`config.mk`:
```
export PLATFORM = sky130hd
export DESIGN_NAME = thermal_frame_false_color_writer_core_flat
export DESIGN_NICKNAME = d
export VERILOG_FILES = /design/src/rtl/tffc_pkg.sv /design/src/rtl/tffc_rx_if.sv /design/src/rtl/tffc_px_if.sv /design/src/rtl/thermal_frame_false_color_writer_core.sv /design/src/flat_wrapper.sv
export SDC_FILE = /design/constraint.sdc
export NUM_CORES = 1
export LEC_CHECK = 0
export BUFFER_PORTS_ARGS = -buffer_cell sky130_fd_sc_hd__buf_2
export CAP_MARGIN = 20
export CORE_UTILIZATION = 45
export CTS_BUF_LIST = sky130_fd_sc_hd__clkbuf_8
export DETAILED_ROUTE_END_ITERATION = 8
export SETUP_SLACK_MARGIN = 0.5
export SYNTH_ARGS = -nofsm -noshare
export SYNTH_HDL_FRONTEND = slang
export SYNTH_SLANG_ARGS = --single-unit
```
`constraint.sdc`:
```
create_clock -name clk_i -period 20.2 [get_ports clk_i]
set_input_delay 2.02 -clock clk_i [delete_from_list [all_inputs] [get_ports clk_i]]
set_output_delay 2.02 -clock clk_i [all_outputs]
set_load 0.02 [all_outputs]
```
`src/rtl/tffc_pkg.sv`:
```
`timescale 1ns / 1ps
// ----------------------------------------------------------------------------
// tffc_pkg
// Types, constants and the color ramp shared by the thermal frame
// false-color writer, its channel interfaces and its checker.
// ----------------------------------------------------------------------------
package tffc_pkg;

  // Field widths.
  localparam int BYTE_W     = 8;
  localparam int OFFSET_W   = 32;
  localparam int STRIDE_W   = 14;
  localparam int ORG_W      = 12;
  localparam int COLD_W     = 16;
  localparam int CFG_DATA_W = 16;
  localparam int CHAN_W     = 4;

  // Register reset values.
  localparam logic [STRIDE_W-1:0] STRIDE_RST = 14'd7680;
  localparam logic [ORG_W-1:0]    ORG_X_RST  = 12'd450;
  localparam logic [ORG_W-1:0]    ORG_Y_RST  = 12'd250;
  localparam logic [COLD_W-1:0]   COLD_RST   = 16'd2800;

  // Frame header, first byte first.
  localparam logic [BYTE_W-1:0] HEADER [4] = '{8'h5A, 8'h5A, 8'h02, 8'h06};

  // Configuration register indexes.
  typedef enum logic [1:0] {
    CFG_LINE_STRIDE = 2'd0,
    CFG_ORIGIN_X    = 2'd1,
    CFG_ORIGIN_Y    = 2'd2,
    CFG_COLD_LIMIT  = 2'd3
  } cfg_reg_e;

  // Sequencer states.
  typedef enum logic [1:0] {
    SEQ_IDLE,
    SEQ_COLOR,
    SEQ_BASE,
    SEQ_EMIT
  } seq_state_e;

  typedef struct packed {
    logic [CHAN_W-1:0] red;
    logic [CHAN_W-1:0] green;
    logic [CHAN_W-1:0] blue;
  } rgb_t;

  // Five-band ramp: blue, cyan, green, yellow, red. Bands are 160 counts
  // wide above the cold limit and levels step every 10 counts. The
  // quotient by 10 is taken by a reciprocal multiply, exact below 160.
  function automatic rgb_t map_color(logic [COLD_W-1:0] value,
                                     logic [COLD_W-1:0] cold);
    logic [COLD_W-1:0] d;
    logic [7:0]        e;
    logic [15:0]       prod;
    logic [3:0]        q;
    rgb_t              c;
    d       = value - cold;
    c.red   = 4'd0;
    c.green = 4'd0;
    c.blue  = 4'd15;
    priority if (d < 16'd160) begin
      e = d[7:0];
    end else if (d < 16'd320) begin
      e = 8'(d - 16'd160);
    end else if (d < 16'd480) begin
      e = 8'(d - 16'd320);
    end else if (d < 16'd640) begin
      e = 8'(d - 16'd480);
    end else begin
      e = 8'd0;
    end
    prod = 16'(e) * 16'd205;
    q    = prod[14:11];
    if (value > cold) begin
      // A level of "quotient minus one" is clamped at zero at band starts.
      priority if (d < 16'd160) begin
        c.green = (q == 4'd0) ? 4'd0 : q - 4'd1;
      end else if (d < 16'd320) begin
        c.green = 4'd15;
        c.blue  = 4'd15 - q;
      end else if (d < 16'd480) begin
        c.green = 4'd15;
        c.blue  = 4'd0;
        c.red   = (q == 4'd0) ? 4'd0 : q - 4'd1;
      end else if (d < 16'd640) begin
        c.red   = 4'd15;
        c.blue  = 4'd0;
        c.green = 4'd15 - q;
      end else begin
        c.red   = 4'd15;
        c.blue  = 4'd0;
      end
    end
    return c;
  endfunction

endpackage

```
`src/rtl/tffc_rx_if.sv`:
```
`timescale 1ns / 1ps
// ----------------------------------------------------------------------------
// tffc_rx_if
// Byte stream channel into the writer: valid, ready and one received byte.
// ----------------------------------------------------------------------------
interface tffc_rx_if;
  logic                          valid;
  logic                          ready;
  logic [tffc_pkg::BYTE_W-1:0]   rx_byte;

  modport source (output valid, output rx_byte, input ready);
  modport sink   (input valid, input rx_byte, output ready);
endinterface

```
`src/rtl/tffc_px_if.sv`:
```
`timescale 1ns / 1ps
// ----------------------------------------------------------------------------
// tffc_px_if
// Line run channel out of the writer: frame offset, pixel bytes and flags.
// ----------------------------------------------------------------------------
interface tffc_px_if;
  logic                          valid;
  logic                          ready;
  logic [tffc_pkg::OFFSET_W-1:0] write_offset;
  logic [tffc_pkg::BYTE_W-1:0]   green_byte;
  logic [tffc_pkg::BYTE_W-1:0]   red_blue_byte;
  logic                          run_last;
  logic                          frame_last;

  modport source (output valid, output write_offset, output green_byte,
                  output red_blue_byte, output run_last, output frame_last,
                  input ready);
  modport sink   (input valid, input write_offset, input green_byte,
                  input red_blue_byte, input run_last, input frame_last,
                  output ready);
endinterface

```
`src/rtl/thermal_frame_false_color_writer_core.sv`:
```
`timescale 1ns / 1ps
// Header bytes and low temperature bytes are taken without leaving the idle state.
// A high temperature byte passes through the color ramp and row multiply step,
// then the base add, then one line run per cycle from the shared offset adder
// while the sink is ready. The first line run is offered once the sequencer
// has passed the color and base states after the high byte is accepted.
// Reset (asynchronous, active low) restores register defaults and hunts the header.
// ----------------------------------------------------------------------------
// thermal_frame_false_color_writer_core
// Receives framed 16-bit temperatures, maps them to a color ramp and emits
// one frame write per line of each enlarged pixel square.
// ----------------------------------------------------------------------------
module thermal_frame_false_color_writer_core #(
  parameter int EXPAND_FACTOR = 13,
  parameter int MAP_COLUMNS   = 32,
  parameter int MAP_ROWS      = 24
) (
  input  logic                              clk_i,
  input  logic                              rst_ni,
  input  logic                              cfg_we_i,
  input  tffc_pkg::cfg_reg_e                cfg_idx_i,
  input  logic [tffc_pkg::CFG_DATA_W-1:0]   cfg_data_i,
  tffc_rx_if.sink                           rx_i,
  tffc_px_if.source                         px_o
);
  import tffc_pkg::*;

  localparam int ColW      = (MAP_COLUMNS > 1) ? $clog2(MAP_COLUMNS) : 1;
  localparam int RowW      = (MAP_ROWS > 1) ? $clog2(MAP_ROWS) : 1;
  localparam int LineW     = (EXPAND_FACTOR > 1) ? $clog2(EXPAND_FACTOR) : 1;
  localparam int ExpW      = $clog2(EXPAND_FACTOR + 1);
  localparam int RowSpanW  = ExpW + RowW;
  localparam int TermW     = ((RowSpanW > ORG_W) ? RowSpanW : ORG_W) + 1;
  localparam int ProdW     = STRIDE_W + TermW;
  localparam int ColSpanW  = ExpW + 2 + ColW;

  // Configuration registers.
  logic [STRIDE_W-1:0] stride_q;
  logic [ORG_W-1:0]    origin_x_q;
  logic [ORG_W-1:0]    origin_y_q;
  logic [COLD_W-1:0]   cold_q;

  // Receive state.
  logic [1:0]          hdr_prog_q;
  logic                receiving_q;
  logic                phase_q;
  logic [BYTE_W-1:0]   low_byte_q;
  logic [ColW-1:0]     col_q;
  logic [RowW-1:0]     row_q;

  // Datapath registers.
  logic [COLD_W-1:0]   value_q;
  rgb_t                rgb_q;
  logic [ProdW-1:0]    prod_q;
  logic [OFFSET_W-1:0] acc_q;
  logic [LineW-1:0]    line_q;
  logic                last_pix_q;

  seq_state_e          state_q, state_d;

  logic                in_acc;
  logic                out_acc;
  logic                line_end;
  logic                col_end;
  logic                row_end;
  logic [RowSpanW-1:0] row_span;
  logic [TermW-1:0]    row_term;
  logic [ColSpanW-1:0] col_term;
  logic [OFFSET_W-1:0] adder_a;
  logic [OFFSET_W-1:0] adder_b;
  logic [OFFSET_W-1:0] adder_sum;

  assign in_acc   = rx_i.valid && rx_i.ready;
  assign out_acc  = px_o.valid && px_o.ready;
  assign line_end = (line_q == LineW'(EXPAND_FACTOR - 1));
  assign col_end  = (col_q == ColW'(MAP_COLUMNS - 1));
  assign row_end  = (row_q == RowW'(MAP_ROWS - 1));

  // Configuration writes.
  always_ff @(posedge clk_i or negedge rst_ni) begin
    if (!rst_ni) begin
      stride_q   <= STRIDE_RST;
      origin_x_q <= ORG_X_RST;
      origin_y_q <= ORG_Y_RST;
      cold_q     <= COLD_RST;
    end else if (cfg_we_i) begin
      unique case (cfg_idx_i)
        CFG_LINE_STRIDE: stride_q   <= cfg_data_i[STRIDE_W-1:0];
        CFG_ORIGIN_X:    origin_x_q <= cfg_data_i[ORG_W-1:0];
        CFG_ORIGIN_Y:    origin_y_q <= cfg_data_i[ORG_W-1:0];
        CFG_COLD_LIMIT:  cold_q     <= cfg_data_i[COLD_W-1:0];
        default:         ;
      endcase
    end
  end

  // Sequencer state register.
  always_ff @(posedge clk_i or negedge rst_ni) begin
    if (!rst_ni) begin
      state_q <= SEQ_IDLE;
    end else begin
      state_q <= state_d;
    end
  end

  // Next state: only the high byte of a pixel leaves the idle state.
  always_comb begin
    state_d = state_q;
    unique case (state_q)
      SEQ_IDLE: begin
        if (in_acc && receiving_q && phase_q) begin
          state_d = SEQ_COLOR;
        end
      end
      SEQ_COLOR: state_d = SEQ_BASE;
      SEQ_BASE:  state_d = SEQ_EMIT;
      SEQ_EMIT: begin
        if (out_acc && line_end) begin
          state_d = SEQ_IDLE;
        end
      end
      default:   state_d = SEQ_IDLE;
    endcase
  end

  // Row and column terms of the pixel's frame offset.
  assign row_span = RowSpanW'(EXPAND_FACTOR) * RowSpanW'(row_q);
  assign row_term = TermW'(origin_y_q) + TermW'(row_span);
  assign col_term = ColSpanW'(4 * EXPAND_FACTOR) * ColSpanW'(col_q);

  // Shared offset adder: base sum in the base step, one stride per line after.
  always_comb begin
    if (state_q == SEQ_BASE) begin
      adder_a = OFFSET_W'(prod_q);
      adder_b = OFFSET_W'({origin_x_q, 2'b00}) + OFFSET_W'(col_term);
    end else begin
      adder_a = acc_q;
      adder_b = OFFSET_W'(stride_q);
    end
    adder_sum = adder_a + adder_b;
  end

  // Header hunt, byte pairing and pixel counters.
  always_ff @(posedge clk_i or negedge rst_ni) begin
    if (!rst_ni) begin
      hdr_prog_q  <= 2'd0;
      receiving_q <= 1'b0;
      phase_q     <= 1'b0;
      low_byte_q  <= '0;
      col_q       <= '0;
      row_q       <= '0;
    end else if (in_acc) begin
      if (!receiving_q) begin
        if (rx_i.rx_byte == HEADER[hdr_prog_q]) begin
          if (hdr_prog_q == 2'd3) begin
            hdr_prog_q  <= 2'd0;
            receiving_q <= 1'b1;
            phase_q     <= 1'b0;
            col_q       <= '0;
            row_q       <= '0;
          end else begin
            hdr_prog_q <= hdr_prog_q + 2'd1;
          end
        end else begin
          hdr_prog_q <= 2'd0;
        end
      end else if (!phase_q) begin
        low_byte_q <= rx_i.rx_byte;
        phase_q    <= 1'b1;
      end else begin
        phase_q <= 1'b0;
      end
    end else if (out_acc && line_end) begin
      // Advance to the next pixel once its last line run is taken.
      if (last_pix_q) begin
        receiving_q <= 1'b0;
        col_q       <= '0;
        row_q       <= '0;
      end else if (col_end) begin
        col_q <= '0;
        row_q <= row_q + RowW'(1);
      end else begin
        col_q <= col_q + ColW'(1);
      end
    end
  end

  // Pixel datapath.
  always_ff @(posedge clk_i) begin
    unique case (state_q)
      SEQ_IDLE: begin
        value_q <= {rx_i.rx_byte, low_byte_q};
      end
      SEQ_COLOR: begin
        rgb_q  <= map_color(value_q, cold_q);
        prod_q <= ProdW'(stride_q) * ProdW'(row_term);
      end
      SEQ_BASE: begin
        acc_q      <= adder_sum;
        line_q     <= '0;
        last_pix_q <= row_end && col_end;
      end
      SEQ_EMIT: begin
        if (out_acc) begin
          acc_q  <= adder_sum;
          line_q <= line_q + LineW'(1);
        end
      end
      default: ;
    endcase
  end

  // Channel outputs.
  assign rx_i.ready         = (state_q == SEQ_IDLE);
  assign px_o.valid         = (state_q == SEQ_EMIT);
  assign px_o.write_offset  = acc_q;
  assign px_o.green_byte    = {rgb_q.green, 4'd0};
  assign px_o.red_blue_byte = {rgb_q.blue, rgb_q.red};
  assign px_o.run_last      = line_end;
  assign px_o.frame_last    = last_pix_q;

endmodule

```
`src/flat_wrapper.sv`:
```
// flat-port wrapper written by rule: the top's interface ports become plain ports
module thermal_frame_false_color_writer_core_flat import tffc_pkg::*;
#(
  parameter int EXPAND_FACTOR = 13,
  parameter int MAP_COLUMNS   = 32,
  parameter int MAP_ROWS      = 24
)
  (clk_i, rst_ni, cfg_we_i, cfg_idx_i, cfg_data_i, rx_i_valid, rx_i_rx_byte, rx_i_ready, px_o_valid, px_o_write_offset, px_o_green_byte, px_o_red_blue_byte, px_o_run_last, px_o_frame_last, px_o_ready);
  tffc_rx_if rx_i_i ();
  tffc_px_if px_o_i ();
  input  logic clk_i;
  input  logic rst_ni;
  input  logic cfg_we_i;
  input  tffc_pkg::cfg_reg_e cfg_idx_i;
  input  logic [tffc_pkg::CFG_DATA_W-1:0] cfg_data_i;
  input wire logic [$bits(rx_i_i.valid)-1:0] rx_i_valid;
  input wire logic [$bits(rx_i_i.rx_byte)-1:0] rx_i_rx_byte;
  output wire logic [$bits(rx_i_i.ready)-1:0] rx_i_ready;
  output wire logic [$bits(px_o_i.valid)-1:0] px_o_valid;
  output wire logic [$bits(px_o_i.write_offset)-1:0] px_o_write_offset;
  output wire logic [$bits(px_o_i.green_byte)-1:0] px_o_green_byte;
  output wire logic [$bits(px_o_i.red_blue_byte)-1:0] px_o_red_blue_byte;
  output wire logic [$bits(px_o_i.run_last)-1:0] px_o_run_last;
  output wire logic [$bits(px_o_i.frame_last)-1:0] px_o_frame_last;
  input wire logic [$bits(px_o_i.ready)-1:0] px_o_ready;
  assign rx_i_i.valid = rx_i_valid;
  assign rx_i_i.rx_byte = rx_i_rx_byte;
  assign rx_i_ready = rx_i_i.ready;
  assign px_o_valid = px_o_i.valid;
  assign px_o_write_offset = px_o_i.write_offset;
  assign px_o_green_byte = px_o_i.green_byte;
  assign px_o_red_blue_byte = px_o_i.red_blue_byte;
  assign px_o_run_last = px_o_i.run_last;
  assign px_o_frame_last = px_o_i.frame_last;
  assign px_o_i.ready = px_o_ready;
  thermal_frame_false_color_writer_core #(.EXPAND_FACTOR(EXPAND_FACTOR), .MAP_COLUMNS(MAP_COLUMNS), .MAP_ROWS(MAP_ROWS)) u_core (.clk_i(clk_i), .rst_ni(rst_ni), .cfg_we_i(cfg_we_i), .cfg_idx_i(cfg_idx_i), .cfg_data_i(cfg_data_i), .rx_i(rx_i_i), .px_o(px_o_i));
endmodule
```
======== Word-level counts from Yosys, hierarchy flattened ========
Index checks and enable logic that the tools add are counted.
storage, ports and cells
  bits in registers ....................... 170
  latch bits .............................. 0
  bits in writable memories ............... 0
  bits in read-only memories .............. 0
  input port bits ......................... 31
  output and inout port bits .............. 52
  logic and storage cells ................. 137
  memories ................................ 0
operators by class
  add/subtract/negate cells ............... 13
  $mul .................................... 4
  divide/modulo/power cells ............... 0
  $lt $le $gt $ge ......................... 6
  equal/unequal tests ..................... 17
  shift operators ......................... 0
  multiplexer cells ....................... 45
  bitwise logic cells ..................... 4
  reductions and logical operators ........ 29
operators by type and width
  cell                    number
  $mux W32                3
  $mux W8                 8
  $pmux W32 S2            1
  $mux W5                 11
  $add A32 B32 Y32        1
  $lt A16 B9 Y1 const B   2
  $mul A14 B13 Y27        1
  $mul A4 B5 Y9 const A   2
  $bmux W8 S2             1
  $gt A16 B16 Y1          1
  $lt A16 B10 Y1 const B  1
  $lt A16 B8 Y1 const B   1
  $mux W4                 4
  $reduce_and A2 Y1       8
  $sub A16 B16 Y16        1
  $sub A8 B8 Y8 const B   2
  $add A14 B11 Y15        1
  $mul A8 B8 Y15 const B  1
  $add A12 B9 Y13         1
  $mux W12                1
  $ne A2 B2 Y1 const B    6
  $add A5 B1 Y5 const B   2
  $eq A2 B2 Y1 const B    5
  $eq A5 B5 Y1 const B    2
  25 further kinds        51

======== Longest topological paths before layout ========
  depth after elaboration ................. 13
  gate-level depth with buffers ........... 36
  gate-level depth less buffers ........... 35

======== Worst setup path after synthesis ========
Ideal clock, no wire load.
  path kind ............................... register to register
  from .................................... reg u_core.row_q[2]
  to ...................................... reg u_core.prod_q[23] (data pin)
  library setup time ...................... 0.265 ns
  arrival ................................. 8.144 ns
  required time ........................... 19.935 ns
  slack ................................... 11.791 ns
  cell stages (with the launch flop) ...... 34
  path buffers ............................ 1
  clock period less this slack ............ 8.409 ns
  cell sequence ........................... dfrtp_1 ha_1 fa_1 inv_1 fa_1 inv_1 ha_1 o21ai_0 a21boi_0 o21ai_0 a21boi_0 o21ai_0 a21boi_0 o21ai_0 xnor2_1 clkbuf_1 nand2_1 fa_1 fa_1 inv_1 fa_1 fa_1 inv_1 fa_1 inv_1 ha_1 and3_1 a21oi_1 o21ai_0 o41ai_1 o211ai_1 a41oi_1 o21ai_0 xor2_1
on the way
  cells in the longest elaborated chain, start to end .. 3
ends and longest elaborated chain
  element                   RTL line                                      source
  start: declaration        thermal_frame_false_color_writer_core.sv:49   logic [RowW-1:0] row_q;
  start signal: assignment  thermal_frame_false_color_writer_core.sv:181  row_q <= row_q + RowW'(1);
  $mul A4 B5 Y9             thermal_frame_false_color_writer_core.sv:127  assign row_span = RowSpanW'(EXPAND_FACTOR) * RowSpanW'(row_q);
  $add A12 B9 Y13           thermal_frame_false_color_writer_core.sv:128  assign row_term = TermW'(origin_y_q) + TermW'(row_span);
  $mul A14 B13 Y27          thermal_frame_false_color_writer_core.sv:196  prod_q <= ProdW'(stride_q) * ProdW'(row_term);
  end signal: assignment    thermal_frame_false_color_writer_core.sv:196
  end: declaration          thermal_frame_false_color_writer_core.sv:54   logic [ProdW-1:0] prod_q;
No other way between the ends.
A chain may end at the register's enable or synchronous reset.

======== Worst setup path after layout ========
Same ends and word-level chain as after synthesis.

==> results.toml <==
[grt]
antenna_found_initial = 0
overflow = 0
grt_pass1_wl_um = 66900
track_usage_pct = 21.9
grt_pass1_vias = 13000
grt_start_max_net_pins = 79

[route]
vias = 12500
drtAntennaViolNets = 0
viasPerCell = 5.31
firstDrtPassIters = 7
wl_per_cell_um = 17.3
drc = 0
drtIter0Drc = 608
routed_wl_um = 40600

[sta]
holdWs_ps = 456
finalCritPeriodShare_pct = 45.1
rsz0062_at_grt = "false"
tns_ps = 0
post-route-min-period_ps = 9100
final_hold_viol_count = 0
relSlewSlack_pct = 32.9
skew_ps = 24.5
setup_viol = 0
slew_violations = 0
worst_slew_pin_slew_ps = 996
fmax_mhz = 110

[synth]
avgSynthCellArea_um2 = 9.93
syn_inst = 1761
ys_types = 77
synth-seq-cells = 170
yosysWarnings = 0
synth_top_cells_by_area = "fa_1, edfxtp_1, ha_1"
async_flop_share_pct = 45.9
ys_seq_area_share_pct = 27.1
synthesis.area_mm2 = 0.0175
synth_top_cell_by_area = "fa_1"
yosys_most_used_dff = "edfxtp_1"
synth_top_area_share_pct = 17.7
synth_edf_count = 92

[worst_setup_path]
criticalPathCategory = "flip-flop to flip-flop"
crit_slowest_cell = "xnor2_1"
crit-reg2reg-capture = "u_core.prod_q[23]"
cp_common_cell = "fa_1"
crit_required_ps = 20440
cp-startpoint = "u_core.row_q[2]"
worstReg2RegStart = "u_core.row_q[2]"
crit_fanout = 14
start_kind = "flip-flop"
rrSetupSlack_ps = 11100
critPathArrivalTime_ps = 9340
rr_worst_depth = 32
slowest_delay_ps = 790
worstSetupEndpointType = "flip-flop"

[final_layout]
syn_to_final_growth_pct = 7.85
diodes = 0
layout.nets = 2208
final_area_mm2 = 0.0189
layout-drive-gt1-share_pct = 14.0
fin_cells = 2345

[power]
power.density_mw_per_mm2 = 175
peakVddDrop_mv = 0.246
leakagePower_nw = 9.09

[floorplanning]
fp-row-count = 71
io_pins = 83
die-area_mm2 = 0.0397
start_util_pct = 46.1
core-area_mm2 = 0.0379
die_w_um = 199
die_h_um = 199

[clock_network]
numCtsBuffers = 17
post_cts_buffers = 0
clk_latency_ps = 490
cts_tree = "yes"
clock_sinks = 170
ctsHoldBuffers = 0
post_cts_resized = 0
path_clk_slew_ps = 120
htree_num_levels = 4
clk_path_buf_depth = 2
cts_root_buffer = "clkbuf_8"

[hold_path]
min_from = "u_core.low_byte_q[2]"
hp-class = "flip-flop to flip-flop"
hold_depth = 0
min_to = "u_core.value_q[2]"

[status]
outcome = "finished, final reports clean"

[placement]
dp_hpwl_um = 31900
numPortBuffers = 78
globalplace.congestion = 0.876
placed_cell_area_mm2 = 0.0184
place_inst = 2310

[flow_run]
cap_violations = 0
## worst max-delay path: cells and delay by family (launching register included)
| kind | cells | cell delay, ps |
|---|---|---|
| XOR/XNOR | 2 | 930 |
| flip-flops | 1 | 460 |
| adder cells (fa/ha/maj) | 10 | 4620 |
| AND/OR/NAND/NOR | 2 | 390 |
| AO/OA/AOI/OAI | 12 | 2120 |
| buffers and inverters | 6 | 310 |
## area by class of cell
cell class / instances / area [um^2]
Multi-Input combinational cell: 1248 / 11400
Fill cell: 3555 / 19100
Sequential cell: 170 / 4740
Inverter: 292 / 1100
Clock inverter: 15 / 191
Tap cell: 511 / 639
Timing Repair Buffer: 92 / 523
Clock buffer: 17 / 234
## metrics by stage
step           worst slack, ps  utilization, %  power [mW]
2_1_floorplan            11790               -        2.50
3_3_place_gp             11160            48.4        3.03
3_5_place_dp             10970            48.5        3.06
4_1_cts                  10910            49.6        3.34
5_1_grt                  10360            49.7        3.73
6_report                 11100            49.7        3.30
## cells in the mapped netlist, types with 14 or more instances
master,instances
a21o_1,24
a21oi_1,62
a31oi_1,16
and2_1,73
clkbuf_1,41
dfrtp_1,58
dfstp_2,20
edfxtp_1,92
fa_1,155
ha_1,201
inv_1,292
mux2_2,88
mux2i_1,16
nand2_1,168
nand2b_1,20
nand3_1,30
nor2_1,69
nor2b_1,14
nor3_1,22
o21ai_0,49
xnor2_1,61
xor2_1,29
## per-layer routing
| layer | track usage, % | up-vias | part of all wire (%) |
|---|---|---|---|
| met5 | 0 | - | 0 |
| met4 | 6.35 | 0 | 2.2 |
| met3 | 2.41 | 40 | 3.4 |
| met2 | 39.3 | 197 | 50 |
| met1 | 27.6 | 6242 | 45 |
| li1 | - | 5984 | - |
## cell families after synthesis
| family | Yosys count | share of synthesized area (%) |
|---|---|---|
| other cells | 1 | 0.0214 |
| buf+inv | 346 | 7.62 |
| simple gates | 456 | 12.9 |
| flops | 170 | 27.1 |
| xor+xnor | 90 | 4.51 |
| mux | 105 | 6.65 |
| fa+ha+maj | 356 | 32.1 |
| compound gates | 237 | 9.03 |
## layout by cell type (no fill, tap or decap), types with 58 or more instances in the layout
cell type | Yosys | layout
xnor2_1 | 61 | 61
inv_1 | 292 | 292
fa_1 | 155 | 155
mux2_2 | 88 | 88
edfxtp_1 | 92 | 92
ha_1 | 201 | 199
nor2_1 | 69 | 69
nand2_1 | 168 | 168
buf_2 | 3 | 78
dfrtp_1 | 58 | 58
a21oi_1 | 62 | 62
and2_1 | 73 | 73
## worst max path at each step
| stage | endpoint |
|---|---|
| floorplan | u_core.prod_q[23] |
| global placement | u_core.prod_q[23] |
| detailed placement | u_core.prod_q[23] |
| CTS | u_core.prod_q[23] |
| global route | u_core.prod_q[23] |
| finish | u_core.prod_q[23] |
## report_power, final
| part | switching (mW) | internal (mW) | total, mW |
|---|---|---|---|
| logic | 1.39 | 1.09 | 2.48 |
| registers | 0.0415 | 0.522 | 0.564 |
| clock network | 0.159 | 0.0959 | 0.255 |
| total | 1.59 | 1.71 | 3.30 |
## sequential cells by signal, summed over array words and instances (netlist names)
signal                     cells
u_core.origin_y_q             12
u_core.stride_q               14
u_core.col_q                   5
u_core.phase_q                 1
u_core.px_o.red_blue_byte      8
u_core.low_byte_q              8
u_core.line_q                  4
u_core.hdr_prog_q              2
u_core.state_q                 2
u_core.px_o.write_offset      32
u_core.value_q                16
u_core.receiving_q             1
u_core.prod_q                 27
u_core.px_o.frame_last         1
u_core.row_q                   5
u_core.origin_x_q             12
u_core.px_o.green_byte         4
u_core.cold_q                 16
Note: power is estimated with default switching activity, not from simulation.
